$ cat src/hdl/b64d_pkg.sv
// shared types, constants and the character decode function of the base64 stream decoder
package b64d_pkg;

    // width of the per-message byte counter
    localparam int CNT_W = 16;
    // width of the output limit register and of the reported byte count
    localparam int LIM_W = 16;
    localparam logic [LIM_W-1:0] LIMIT_RESET = '1;

    // queue depths, powers of two so the pointers wrap on their own
    localparam int CMD_Q_DEPTH = 4;
    localparam int CMD_Q_AW    = $clog2(CMD_Q_DEPTH);
    localparam int RES_Q_DEPTH = 4;
    localparam int RES_Q_AW    = $clog2(RES_Q_DEPTH);

    localparam logic [5:0] SYM_PLUS  = 6'd62;
    localparam logic [5:0] SYM_SLASH = 6'd63;
    localparam logic [5:0] SYM_LOWER = 6'd26;
    localparam logic [5:0] SYM_DIGIT = 6'd52;

    typedef enum logic [1:0] {
        SYM_DATA,
        SYM_PAD,
        SYM_BAD
    } t_sym_kind;

    typedef enum logic [1:0] {
        STAT_OK       = 2'd0,
        STAT_BAD_CHAR = 2'd1,
        STAT_OVERFLOW = 2'd2
    } t_status;

    typedef struct packed {
        t_sym_kind  kind;
        logic [5:0] value;
    } t_sym;

    // one classified request between front and back
    typedef struct packed {
        t_sym sym;
        logic eom;
    } t_cmd;

    typedef struct packed {
        logic [7:0]       out_byte;
        logic             byte_valid;
        t_status          status;
        logic             message_end;
        logic [LIM_W-1:0] byte_count;
    } t_result;

    // queue handshake between two parts
    typedef struct packed {
        logic empty;
        logic full;
    } t_q_stat;

    function automatic t_sym sym_decode(input logic [7:0] c);
        t_sym s;
        s.kind  = SYM_DATA;
        s.value = '0;
        if (c >= 8'h41 && c <= 8'h5a) begin
            s.value = 6'(c - 8'h41);
        end else if (c >= 8'h61 && c <= 8'h7a) begin
            s.value = 6'(c - 8'h61) + SYM_LOWER;
        end else if (c >= 8'h30 && c <= 8'h39) begin
            s.value = 6'(c - 8'h30) + SYM_DIGIT;
        end else if (c == 8'h2b) begin
            s.value = SYM_PLUS;
        end else if (c == 8'h2f) begin
            s.value = SYM_SLASH;
        end else if (c == 8'h3d) begin
            s.kind = SYM_PAD;
        end else begin
            s.kind = SYM_BAD;
        end
        return s;
    endfunction

endpackage

$ cat src/hdl/base64_stream_decoder.sv
// top level: a push is written into the four-entry command queue, and the combinational
// back stage writes its result into the four-entry result queue; one character accepted
// per cycle while the command queue is not full; the back stage stalls on a full result queue.
// synchronous active-low reset empties both queues, clears message state and
// sets the output limit to 65535; no clearing pass.
module base64_stream_decoder import b64d_pkg::*; (
    input  logic             i_clk,
    input  logic             i_rst_n,
    input  logic             push,
    output logic             full,
    input  logic [7:0]       i_in_char,
    input  logic             i_end_of_message,
    output logic             empty,
    input  logic             pop,
    output logic [7:0]       o_out_byte,
    output logic             o_byte_valid,
    output logic [1:0]       o_status,
    output logic             o_message_end,
    output logic [LIM_W-1:0] o_byte_count,
    input  logic             i_cfg_valid,
    output logic             o_cfg_ready,
    input  logic [LIM_W-1:0] i_cfg_data
);

    t_q_stat cmd_stat;
    t_q_stat res_stat;
    t_cmd    front_cmd;
    t_cmd    q_cmd;
    logic    front_wr;
    logic    cmd_rd;
    logic    res_wr;
    t_result back_res;
    t_result q_res;

    assign o_cfg_ready = 1'b1;

    b64d_front u_front (
        .i_push           (push),
        .i_in_char        (i_in_char),
        .i_end_of_message (i_end_of_message),
        .i_q_full         (cmd_stat.full),
        .o_wr_en          (front_wr),
        .o_cmd            (front_cmd),
        .o_full           (full)
    );

    b64d_cmd_q u_cmd_q (
        .i_clk     (i_clk),
        .i_rst_n   (i_rst_n),
        .i_wr_en   (front_wr),
        .i_wr_data (front_cmd),
        .i_rd_en   (cmd_rd),
        .o_rd_data (q_cmd),
        .o_stat    (cmd_stat)
    );

    b64d_back u_back (
        .i_clk       (i_clk),
        .i_rst_n     (i_rst_n),
        .i_cfg_valid (i_cfg_valid),
        .i_cfg_data  (i_cfg_data),
        .i_cmd_stat  (cmd_stat),
        .i_cmd       (q_cmd),
        .o_cmd_rd    (cmd_rd),
        .i_res_stat  (res_stat),
        .o_res_wr    (res_wr),
        .o_res       (back_res)
    );

    b64d_res_q u_res_q (
        .i_clk     (i_clk),
        .i_rst_n   (i_rst_n),
        .i_wr_en   (res_wr),
        .i_wr_data (back_res),
        .i_rd_en   (pop),
        .o_rd_data (q_res),
        .o_stat    (res_stat)
    );

    assign empty         = res_stat.empty;
    assign o_out_byte    = q_res.out_byte;
    assign o_byte_valid  = q_res.byte_valid;
    assign o_status      = q_res.status;
    assign o_message_end = q_res.message_end;
    assign o_byte_count  = q_res.byte_count;

endmodule

$ cat src/hdl/b64d_front.sv
// front end: takes characters and classifies them into symbol requests
module b64d_front import b64d_pkg::*; (
    input  logic       i_push,
    input  logic [7:0] i_in_char,
    input  logic       i_end_of_message,
    input  logic       i_q_full,
    output logic       o_wr_en,
    output t_cmd       o_cmd,
    output logic       o_full
);

    assign o_full  = i_q_full;
    assign o_wr_en = i_push && !i_q_full;

    always_comb begin
        o_cmd.sym = sym_decode(i_in_char);
        o_cmd.eom = i_end_of_message;
    end

endmodule

$ cat src/hdl/b64d_cmd_q.sv
// small queue of classified requests between front and back
module b64d_cmd_q import b64d_pkg::*; (
    input  logic    i_clk,
    input  logic    i_rst_n,
    input  logic    i_wr_en,
    input  t_cmd    i_wr_data,
    input  logic    i_rd_en,
    output t_cmd    o_rd_data,
    output t_q_stat o_stat
);

    t_cmd                r_mem [CMD_Q_DEPTH];
    logic [CMD_Q_AW-1:0] r_wr_ptr;
    logic [CMD_Q_AW-1:0] r_rd_ptr;
    logic [CMD_Q_AW:0]   r_count;
    logic                wr_go;
    logic                rd_go;

    assign o_stat.empty = (r_count == '0);
    assign o_stat.full  = (r_count == (CMD_Q_AW+1)'(CMD_Q_DEPTH));
    assign wr_go        = i_wr_en && !o_stat.full;
    assign rd_go        = i_rd_en && !o_stat.empty;
    assign o_rd_data    = r_mem[r_rd_ptr];

    always_ff @(posedge i_clk) begin
        if (!i_rst_n) begin
            r_wr_ptr <= '0;
            r_rd_ptr <= '0;
            r_count  <= '0;
        end else begin
            if (wr_go) begin
                r_wr_ptr <= r_wr_ptr + 1'b1;
            end
            if (rd_go) begin
                r_rd_ptr <= r_rd_ptr + 1'b1;
            end
            if (wr_go && !rd_go) begin
                r_count <= r_count + 1'b1;
            end else if (rd_go && !wr_go) begin
                r_count <= r_count - 1'b1;
            end
        end
    end

    always_ff @(posedge i_clk) begin
        if (wr_go) begin
            r_mem[r_wr_ptr] <= i_wr_data;
        end
    end

endmodule

$ cat src/hdl/b64d_back.sv
// back end: bit accumulator, byte counter, error tracking and the limit register
module b64d_back import b64d_pkg::*; (
    input  logic             i_clk,
    input  logic             i_rst_n,
    input  logic             i_cfg_valid,
    input  logic [LIM_W-1:0] i_cfg_data,
    input  t_q_stat          i_cmd_stat,
    input  t_cmd             i_cmd,
    output logic             o_cmd_rd,
    input  t_q_stat          i_res_stat,
    output logic             o_res_wr,
    output t_result          o_res
);

    localparam int CMP_W = (CNT_W > LIM_W) ? CNT_W : LIM_W;
    localparam logic [CNT_W-1:0] CNT_MAX = '1;

    logic [5:0]       r_held_bits;
    logic [2:0]       r_held_cnt;
    logic [CNT_W-1:0] r_bytes;
    logic             r_failed;
    logic             r_fail_ovf;
    logic [LIM_W-1:0] r_limit;

    logic [5:0]       n_held_bits;
    logic [2:0]       n_held_cnt;
    logic [CNT_W-1:0] n_bytes;
    logic             n_failed;
    logic             n_fail_ovf;

    logic             go;
    logic             at_limit;
    logic [11:0]      acc;
    logic             have_byte;
    logic [7:0]       byte_val;

    assign go       = !i_cmd_stat.empty && !i_res_stat.full;
    assign o_cmd_rd = go;
    assign acc      = {r_held_bits, i_cmd.sym.value};
    // saturating the limit to the counter range is the same as also stopping at the max
    assign at_limit = (CMP_W'(r_bytes) >= CMP_W'(r_limit)) || (r_bytes == CNT_MAX);

    always_comb begin
        n_held_bits = r_held_bits;
        n_held_cnt  = r_held_cnt;
        n_bytes     = r_bytes;
        n_failed    = r_failed;
        n_fail_ovf  = r_fail_ovf;
        have_byte   = 1'b0;
        byte_val    = '0;
        if (!r_failed) begin
            case (i_cmd.sym.kind)
                SYM_PAD: begin
                    n_held_bits = '0;
                    n_held_cnt  = '0;
                end
                SYM_DATA: begin
                    if (r_held_cnt == 3'd0) begin
                        n_held_bits = i_cmd.sym.value;
                        n_held_cnt  = 3'd6;
                    end else if (at_limit) begin
                        n_failed   = 1'b1;
                        n_fail_ovf = 1'b1;
                    end else begin
                        have_byte = 1'b1;
                        n_bytes   = r_bytes + 1'b1;
                        case (r_held_cnt)
                            3'd2: begin
                                byte_val    = acc[7:0];
                                n_held_bits = '0;
                                n_held_cnt  = 3'd0;
                            end
                            3'd4: begin
                                byte_val    = acc[9:2];
                                n_held_bits = {4'd0, acc[1:0]};
                                n_held_cnt  = 3'd2;
                            end
                            default: begin
                                byte_val    = acc[11:4];
                                n_held_bits = {2'd0, acc[3:0]};
                                n_held_cnt  = 3'd4;
                            end
                        endcase
                    end
                end
                default: begin
                    n_failed   = 1'b1;
                    n_fail_ovf = 1'b0;
                end
            endcase
        end

        o_res.out_byte    = byte_val;
        o_res.byte_valid  = have_byte;
        o_res.message_end = i_cmd.eom;
        o_res.byte_count  = LIM_W'(n_bytes);
        if (!n_failed) begin
            o_res.status = STAT_OK;
        end else if (n_fail_ovf) begin
            o_res.status = STAT_OVERFLOW;
        end else begin
            o_res.status = STAT_BAD_CHAR;
        end
        o_res_wr = go && (have_byte || i_cmd.eom);
    end

    always_ff @(posedge i_clk) begin
        if (!i_rst_n) begin
            r_held_bits <= '0;
            r_held_cnt  <= '0;
            r_bytes     <= '0;
            r_failed    <= 1'b0;
            r_fail_ovf  <= 1'b0;
            r_limit     <= LIMIT_RESET;
        end else begin
            if (i_cfg_valid) begin
                r_limit <= i_cfg_data;
            end
            if (go) begin
                if (i_cmd.eom) begin
                    r_held_bits <= '0;
                    r_held_cnt  <= '0;
                    r_bytes     <= '0;
                    r_failed    <= 1'b0;
                    r_fail_ovf  <= 1'b0;
                end else begin
                    r_held_bits <= n_held_bits;
                    r_held_cnt  <= n_held_cnt;
                    r_bytes     <= n_bytes;
                    r_failed    <= n_failed;
                    r_fail_ovf  <= n_fail_ovf;
                end
            end
        end
    end

endmodule

$ cat src/hdl/b64d_res_q.sv
// result queue that feeds the output ports
module b64d_res_q import b64d_pkg::*; (
    input  logic    i_clk,
    input  logic    i_rst_n,
    input  logic    i_wr_en,
    input  t_result i_wr_data,
    input  logic    i_rd_en,
    output t_result o_rd_data,
    output t_q_stat o_stat
);

    t_result             r_mem [RES_Q_DEPTH];
    logic [RES_Q_AW-1:0] r_wr_ptr;
    logic [RES_Q_AW-1:0] r_rd_ptr;
    logic [RES_Q_AW:0]   r_count;
    logic                wr_go;
    logic                rd_go;

    assign o_stat.empty = (r_count == '0);
    assign o_stat.full  = (r_count == (RES_Q_AW+1)'(RES_Q_DEPTH));
    assign wr_go        = i_wr_en && !o_stat.full;
    assign rd_go        = i_rd_en && !o_stat.empty;
    assign o_rd_data    = r_mem[r_rd_ptr];

    always_ff @(posedge i_clk) begin
        if (!i_rst_n) begin
            r_wr_ptr <= '0;
            r_rd_ptr <= '0;
            r_count  <= '0;
        end else begin
            if (wr_go) begin
                r_wr_ptr <= r_wr_ptr + 1'b1;
            end
            if (rd_go) begin
                r_rd_ptr <= r_rd_ptr + 1'b1;
            end
            if (wr_go && !rd_go) begin
                r_count <= r_count + 1'b1;
            end else if (rd_go && !wr_go) begin
                r_count <= r_count - 1'b1;
            end
        end
    end

    always_ff @(posedge i_clk) begin
        if (wr_go) begin
            r_mem[r_wr_ptr] <= i_wr_data;
        end
    end

endmodule

$ cat config.mk
export PLATFORM = sky130hd
export DESIGN_NAME = base64_stream_decoder
export DESIGN_NICKNAME = d
export VERILOG_FILES = /design/src/hdl/b64d_pkg.sv /design/src/hdl/base64_stream_decoder.sv /design/src/hdl/b64d_front.sv /design/src/hdl/b64d_cmd_q.sv /design/src/hdl/b64d_back.sv /design/src/hdl/b64d_res_q.sv
export SDC_FILE = /design/constraint.sdc
export NUM_CORES = 1
export LEC_CHECK = 0
export ABC_AREA = 1
export BUFFER_PORTS_ARGS = -buffer_cell sky130_fd_sc_hd__buf_2
export CORE_MARGIN = 4
export CORE_UTILIZATION = 45
export CTS_CLUSTER_DIAMETER = 80
export DETAILED_ROUTE_END_ITERATION = 7
export HOLD_SLACK_MARGIN = 0.1
export PLACE_DENSITY = 0.7
export SETUP_SLACK_MARGIN = 0.2
export SLEW_MARGIN = 20
export SYNTH_ARGS = -nofsm -noshare
export SYNTH_HDL_FRONTEND = slang
export SYNTH_SLANG_ARGS = --single-unit
$ cat constraint.sdc
create_clock -name i_clk -period 4.8 [get_ports i_clk]
set_input_delay 0.24 -clock i_clk [delete_from_list [all_inputs] [get_ports i_clk]]
set_output_delay 0.24 -clock i_clk [all_outputs]
set_load 0.05 [all_outputs]
# Word level (Yosys, flattened, before mapping)
# Memories as Yosys holds them, arrays and structs flattened. A register that Yosys moved wholly into a read port is not among the register bits.
# Index checks and enable logic that the tools add are counted.
word_totals:
  ff_bits: 57
  n_memories: 2
  mem_bits_rw: 148
  output_inout_bits: 31
  in_bits: 30
op_classes:
  eq_ne: 11
  n_mux: 61
  n_reduce_logical: 32
  order_cmp: 7
  n_addsub: 14
memory_table:
  columns: ["name", "words", "width", "read_ports", "rd_clocked_by_memory_dff", "wr", "line", "source"]
  rows:
  - ["u_res_q.r_mem", 4, 28, 1, 1, 1, "b64d_res_q.sv:12", "t_result r_mem [RES_Q_DEPTH];"]
  - ["u_cmd_q.r_mem", 4, 9, 1, 1, 1, "b64d_cmd_q.sv:12", "t_cmd r_mem [CMD_Q_DEPTH];"]
ops:
  columns: ["cell", "count"]
  rows:
  - ["$mux 16", 5]
  - ["$mux 6", 9]
  - ["$mux 8", 4]
  - ["$eq 8x6->1 const B", 3]
  - ["$mux 2", 12]
  - ["$mux 3", 8]
  - ["$add 16x1->16 const B", 1]
  - ["$eq 16x16->1 const B", 1]
  - ["$ge 16x16->1", 1]
  - ["$ge 8x7->1 const B", 2]
  - ["$le 8x7->1 const B", 2]
  - ["$mux 1", 16]
  - ["$pmux 8 s2", 1]
  - ["$logic_and 1x1->1", 14]
  - ["$pmux 3 s2", 2]
  - ["$pmux 6 s2", 1]
  - ["$sub 6x6->6 const B", 2]
  - ["$eq 3x3->1 const B", 3]
  - ["$logic_not 3->1", 3]
  - ["$add 2x1->2 const B", 4]
  - ["$ge 8x6->1 const B", 1]
  - ["$le 8x6->1 const B", 1]
  - ["$logic_not 1->1", 8]
  - ["$pmux 4 s2", 1]
  - ["15 further kinds", 20]

# Longest topological paths before layout
logic_depth:
  ltp_word: 13
  depth_mapped: 23
  depth_no_buf: 22

# Hierarchy
# Synthesis repeated with hierarchy kept, for this count alone.
unflattened:
  cells_unflattened: 1078
  area_unflattened_um2: 10219.8
modules_own_cells:
  columns: ["mod", "area_each_um2", "instances", "cells_each"]
  rows:
  - ["b64d_res_q", 4640.7, 1, 341]
  - ["b64d_back", 2895.3, 1, 435]
  - ["b64d_cmd_q", 1860.5, 1, 156]
  - ["b64d_front", 812.0, 1, 144]
  - ["base64_stream_decoder", 11.3, 1, 2]

# Worst setup path after synthesis
# Ideal clock, no wire load.
synth_path:
  path_kind: "register to register"
  start: "reg u_back.r_bytes[6]"
  end: "mem u_res_q.r_mem[0][0] (netlist name) (enable)"
  stages_incl_launch_ff: 14
  path_slack_ps: 1570
  required_ps: 4387
  setup_time_ps: 413
  t_arrival_ps: 2817
  path_cell_list: "dfxtp_1 -> ha_1 -> nand2_1 -> inv_1 -> nand2_1 -> nand2_1 -> nor2_1 -> nand2_1 -> nand2_1 -> nand3_2 -> nor2_4 -> buf_6 -> o21ai_4 -> nor2_1"
synth_lines:
  columns: ["element", "line", "source"]
  rows:
  - ["from (decl)", "b64d_back.sv:20", "logic [CNT_W-1:0] r_bytes;"]
  - ["from (signal assigned)", "b64d_back.sv:129", "r_bytes <= n_bytes;"]
  - ["to (decl)", "b64d_res_q.sv:12", null]

==> flow_summary.toml <==
[cts]
cts.root.buffer_cell = "sky130_fd_sc_hd__clkbuf_16"
tritoncts = "done"
clock_transition_at_the_register_clock_pins_on_the_worst_setup_and_hold_paths_after_cts_ps = 60
holdBufCountCts = 17
postCtsResizedCells = 0
cts.sink_count = 208
htreeDepth = 1
number_of_buffers_created_by_cts = 21
clock_latency_ps = 490
bufs_on_longest_clock_path = 3
cts_setup_buffers = 0

[timing]
setup_viol = 0
period_share_pct = 68.34
period_minus_slack_ps = 3281
timing_worst_slew_pin_value_ps = 1007
maxClockFrequency_mhz = 304.8
fin_worst_skew_ps = 8.055
setup_repair_after_global_routing_missed_its_margin = "no"
slew_headroom_pct = 32.77
report.final.slew_viol_count = 0
finalHoldViolations = 0
timing.setup.tns_ps = 0
setup_ws_ps = 1519

[floorplan]
fp.dieArea_um2 = 23560
die_width_um = 153.5
io_pins = 61
fp.dieH_um = 153.5
initial_utilization_pct = 46.34
fp-row-count = 52
core_area_um2 = 20560

[pwr]
standby_leakage_power_uw = 0.004289
peakVddDrop_uv = 291.0
power_per_cell_area_nw_per_um2 = 557.5

[layout]
final_net_count = 1095
area_delta_synth_final_pct = 14.72
drive_gt1_share_pct = 12.21
diodes = 0
filler_cell_count = 1837
utilization_pct = 53.16

[setup_path]
timing.critical_path.arrival_ps = 3700
crit_path_end = "u_res_q.r_count[2]"
r2r_end = "u_res_q.r_count[2]"
timing_worst_setup_path_type = "reg -> reg"
cp_data_required_time_ps = 5220
worst_setup_ep_type = "flip-flop"
start_kind = "flip-flop"
worst_setup_slack_for_register_to_register_paths_ps = 1520
maximum_fanout_along_the_worst_path = 19
rr_worst_depth = 18

[route]
drt_total_wl_um = 19650
antenna_violating_nets_post_route = 0
vias_per_cell = 5.184
detail_route.drc_violations = 0
drt_iter0_drc = 535
detailedRoute.firstPassIterationCount = 7
route.vias.total = 6791
drt-wirelength-per-cell_um = 15.00

[logic_synthesis]
synthCells = 955
predominant_post_synthesis_flop_cell = "sky130_fd_sc_hd__edfxtp_1"
synth_warnings = 0
synth.avg_cell_area_um2 = 9.976
synth_seq_cells = 208
synth.yosys.seq_area_share_pct = 59.26
number_of_flops_mapped_to_enable_cells_by_yosys = 148
mapped_nets = 1024
syn_area_um2 = 9527
number_of_distinct_library_cells_after_synthesis = 48
postSynth.asyncResetShare_pct = 0

[placement]
dpl_worst_slack_ps = 1557
port_buffers = 59
place.gp.congestion = 0.9038
place.detailed.hpwl_um = 12770

[global_routing]
groute.usage.overall_pct = 16.19
grt_pass1_wl_um = 31800
grt_pass1_vias = 6471
grt_max_degree = 57
initial_antenna_violation_count = 0
global_route.overflow_total = 0

[worst_hold_path]
hold_class = "in -> reg"

[status]
outcome = "finished clean"

[job]
timing.max_cap.violations = 0
state kept, by name, indices dropped and copies added (netlist names), named ones only:
signal and flops:
u_back.r_bytes 16, u_back.r_fail_ovf 1, u_back.r_failed 1, u_back.r_held_bits 6
u_back.r_held_cnt 2, u_back.r_limit 16, u_cmd_q.r_count 3, u_cmd_q.r_mem 36
u_cmd_q.r_rd_ptr 2, u_cmd_q.r_wr_ptr 2, u_res_q.r_count 3, u_res_q.r_mem 112
u_res_q.r_rd_ptr 2, u_res_q.r_wr_ptr 2
stage by stage:
step	hold slack [ps]	instances	area [µm²]	power (µW)
floorplan	338.9	955	9527	3990
global placement	451.9	1256	10080	4495
detailed placement	451.9	1256	10080	4522
CTS	112.6	1310	10930	6134
global route	164.3	1310	10930	6444
finish	122.9	1310	10930	6093
Yosys cell counts (2+ instances only):
master	count	share of area (%)
sky130_fd_sc_hd__a211oi_1	2	0.16
sky130_fd_sc_hd__a21oi_1	74	3.9
sky130_fd_sc_hd__a31oi_1	2	0.13
sky130_fd_sc_hd__a32o_1	6	0.63
sky130_fd_sc_hd__and2_1	3	0.20
sky130_fd_sc_hd__buf_2	2	0.11
sky130_fd_sc_hd__buf_6	2	0.24
sky130_fd_sc_hd__clkbuf_1	32	1.3
sky130_fd_sc_hd__dfxtp_1	60	13
sky130_fd_sc_hd__edfxtp_1	148	47
sky130_fd_sc_hd__fa_1	2	0.42
sky130_fd_sc_hd__ha_1	37	4.9
sky130_fd_sc_hd__inv_1	98	3.9
sky130_fd_sc_hd__inv_2	2	0.079
sky130_fd_sc_hd__nand2_1	142	5.6
sky130_fd_sc_hd__nand2_2	6	0.39
sky130_fd_sc_hd__nand3_1	20	1.1
sky130_fd_sc_hd__nand3_2	3	0.32
sky130_fd_sc_hd__nand4_1	13	0.85
sky130_fd_sc_hd__nor2_1	111	4.4
sky130_fd_sc_hd__nor3_1	8	0.42
sky130_fd_sc_hd__o211ai_1	4	0.32
sky130_fd_sc_hd__o21ai_0	100	5.3
sky130_fd_sc_hd__o21ai_1	9	0.47
sky130_fd_sc_hd__o21bai_1	2	0.16
sky130_fd_sc_hd__o221ai_1	5	0.46
sky130_fd_sc_hd__o22ai_1	30	2.0
sky130_fd_sc_hd__xnor2_1	3	0.28
sky130_fd_sc_hd__xnor2_2	3	0.51
sky130_fd_sc_hd__xor2_1	8	0.74
power breakdown:
part           internal (µW)  switching [µW]  leakage (µW)  total [µW]
Sequential              2270             119       0.00186        2390
Combinational            519            1590       0.00210        2110
Clock                    943             651      0.000329        1590
Total                   3730            2360       0.00429        6090
placed cells by master (no fill, tap or decap), types with 8 or more instances in the layout:
cell type / n
sky130_fd_sc_hd__o21ai_1: 9
sky130_fd_sc_hd__ha_1: 37
sky130_fd_sc_hd__nand3_1: 20
sky130_fd_sc_hd__o21ai_0: 100
sky130_fd_sc_hd__inv_1: 98
sky130_fd_sc_hd__buf_4: 9
sky130_fd_sc_hd__nand2_1: 142
sky130_fd_sc_hd__dfxtp_1: 60
sky130_fd_sc_hd__nand4_1: 13
sky130_fd_sc_hd__dlygate4sd3_1: 17
sky130_fd_sc_hd__xor2_1: 8
sky130_fd_sc_hd__o22ai_1: 30
sky130_fd_sc_hd__a21oi_1: 74
sky130_fd_sc_hd__buf_2: 59
sky130_fd_sc_hd__edfxtp_1: 148
sky130_fd_sc_hd__nor2_1: 106
sky130_fd_sc_hd__nor3_1: 8
sky130_fd_sc_hd__clkbuf_16: 21
final cells by class:
cell class | instances | area, µm² | share of cell area [%]
sequential | 208 | 5645 | 51.65
multi-input combinational | 608 | 3348 | 30.64
clock buffer | 25 | 560.5 | 5.129
timing repair buffer | 85 | 533.0 | 4.877
inverter | 102 | 385.4 | 3.526
tap | 270 | 337.8 | 3.091
clock inverter | 12 | 118.9 | 1.088
layer usage:
layer	GRT usage [%]	up-vias	share of wire (%)
met1	22.18	3129	46
met2	27.09	173	47
met4	4.415	0	2.2
li1	-	3453	-
met3	2.417	36	5.1
met5	0	-	0
critical path, stage by stage (launching register included):
cell,delay (ps)
sky130_fd_sc_hd__dfxtp_1,750
sky130_fd_sc_hd__inv_4,200
sky130_fd_sc_hd__nand2_1,110
sky130_fd_sc_hd__nand3_1,80
sky130_fd_sc_hd__nand2_2,140
sky130_fd_sc_hd__nand3_2,100
sky130_fd_sc_hd__clkinv_1,80
sky130_fd_sc_hd__nand2_2,70
sky130_fd_sc_hd__nor2_4,400
sky130_fd_sc_hd__o21ai_4,160
sky130_fd_sc_hd__inv_1,90
sky130_fd_sc_hd__ha_1,130
sky130_fd_sc_hd__inv_1,60
sky130_fd_sc_hd__fa_1,380
sky130_fd_sc_hd__nor2_1,110
sky130_fd_sc_hd__nor2_1,50
sky130_fd_sc_hd__nand2_1,70
sky130_fd_sc_hd__o21ai_0,70
sky130_fd_sc_hd__a21oi_1,130
how the worst min path moves through the flow:
stage | endpoint | cells past startpoint | start
floorplan | u_cmd_q.r_mem[0][0] | 0 | i_end_of_message
global placement | flip-flop | 1 | u_res_q.r_rd_ptr[0]
detailed placement | flip-flop | 2 | u_cmd_q.r_rd_ptr[1]
CTS | flip-flop | 4 | pop
global route | u_cmd_q.r_wr_ptr[0] | 4 | push
finish | flip-flop | 4 | pop
cell families (layout without fill, tap and decap cells):
| group | Yosys count | count (layout) | synth area share, % |
|---|---|---|---|
| simple gates | 313 | 313 | 13.88 |
| compound gates | 240 | 240 | 14.12 |
| flops | 208 | 208 | 59.26 |
| buf+inv | 139 | 224 | 5.726 |
| fa+ha+maj | 39 | 39 | 5.280 |
| xor+xnor | 15 | 15 | 1.694 |
| other cells | 1 | 1 | 0.03936 |
Note: power is estimated with default switching activity, not from simulation.
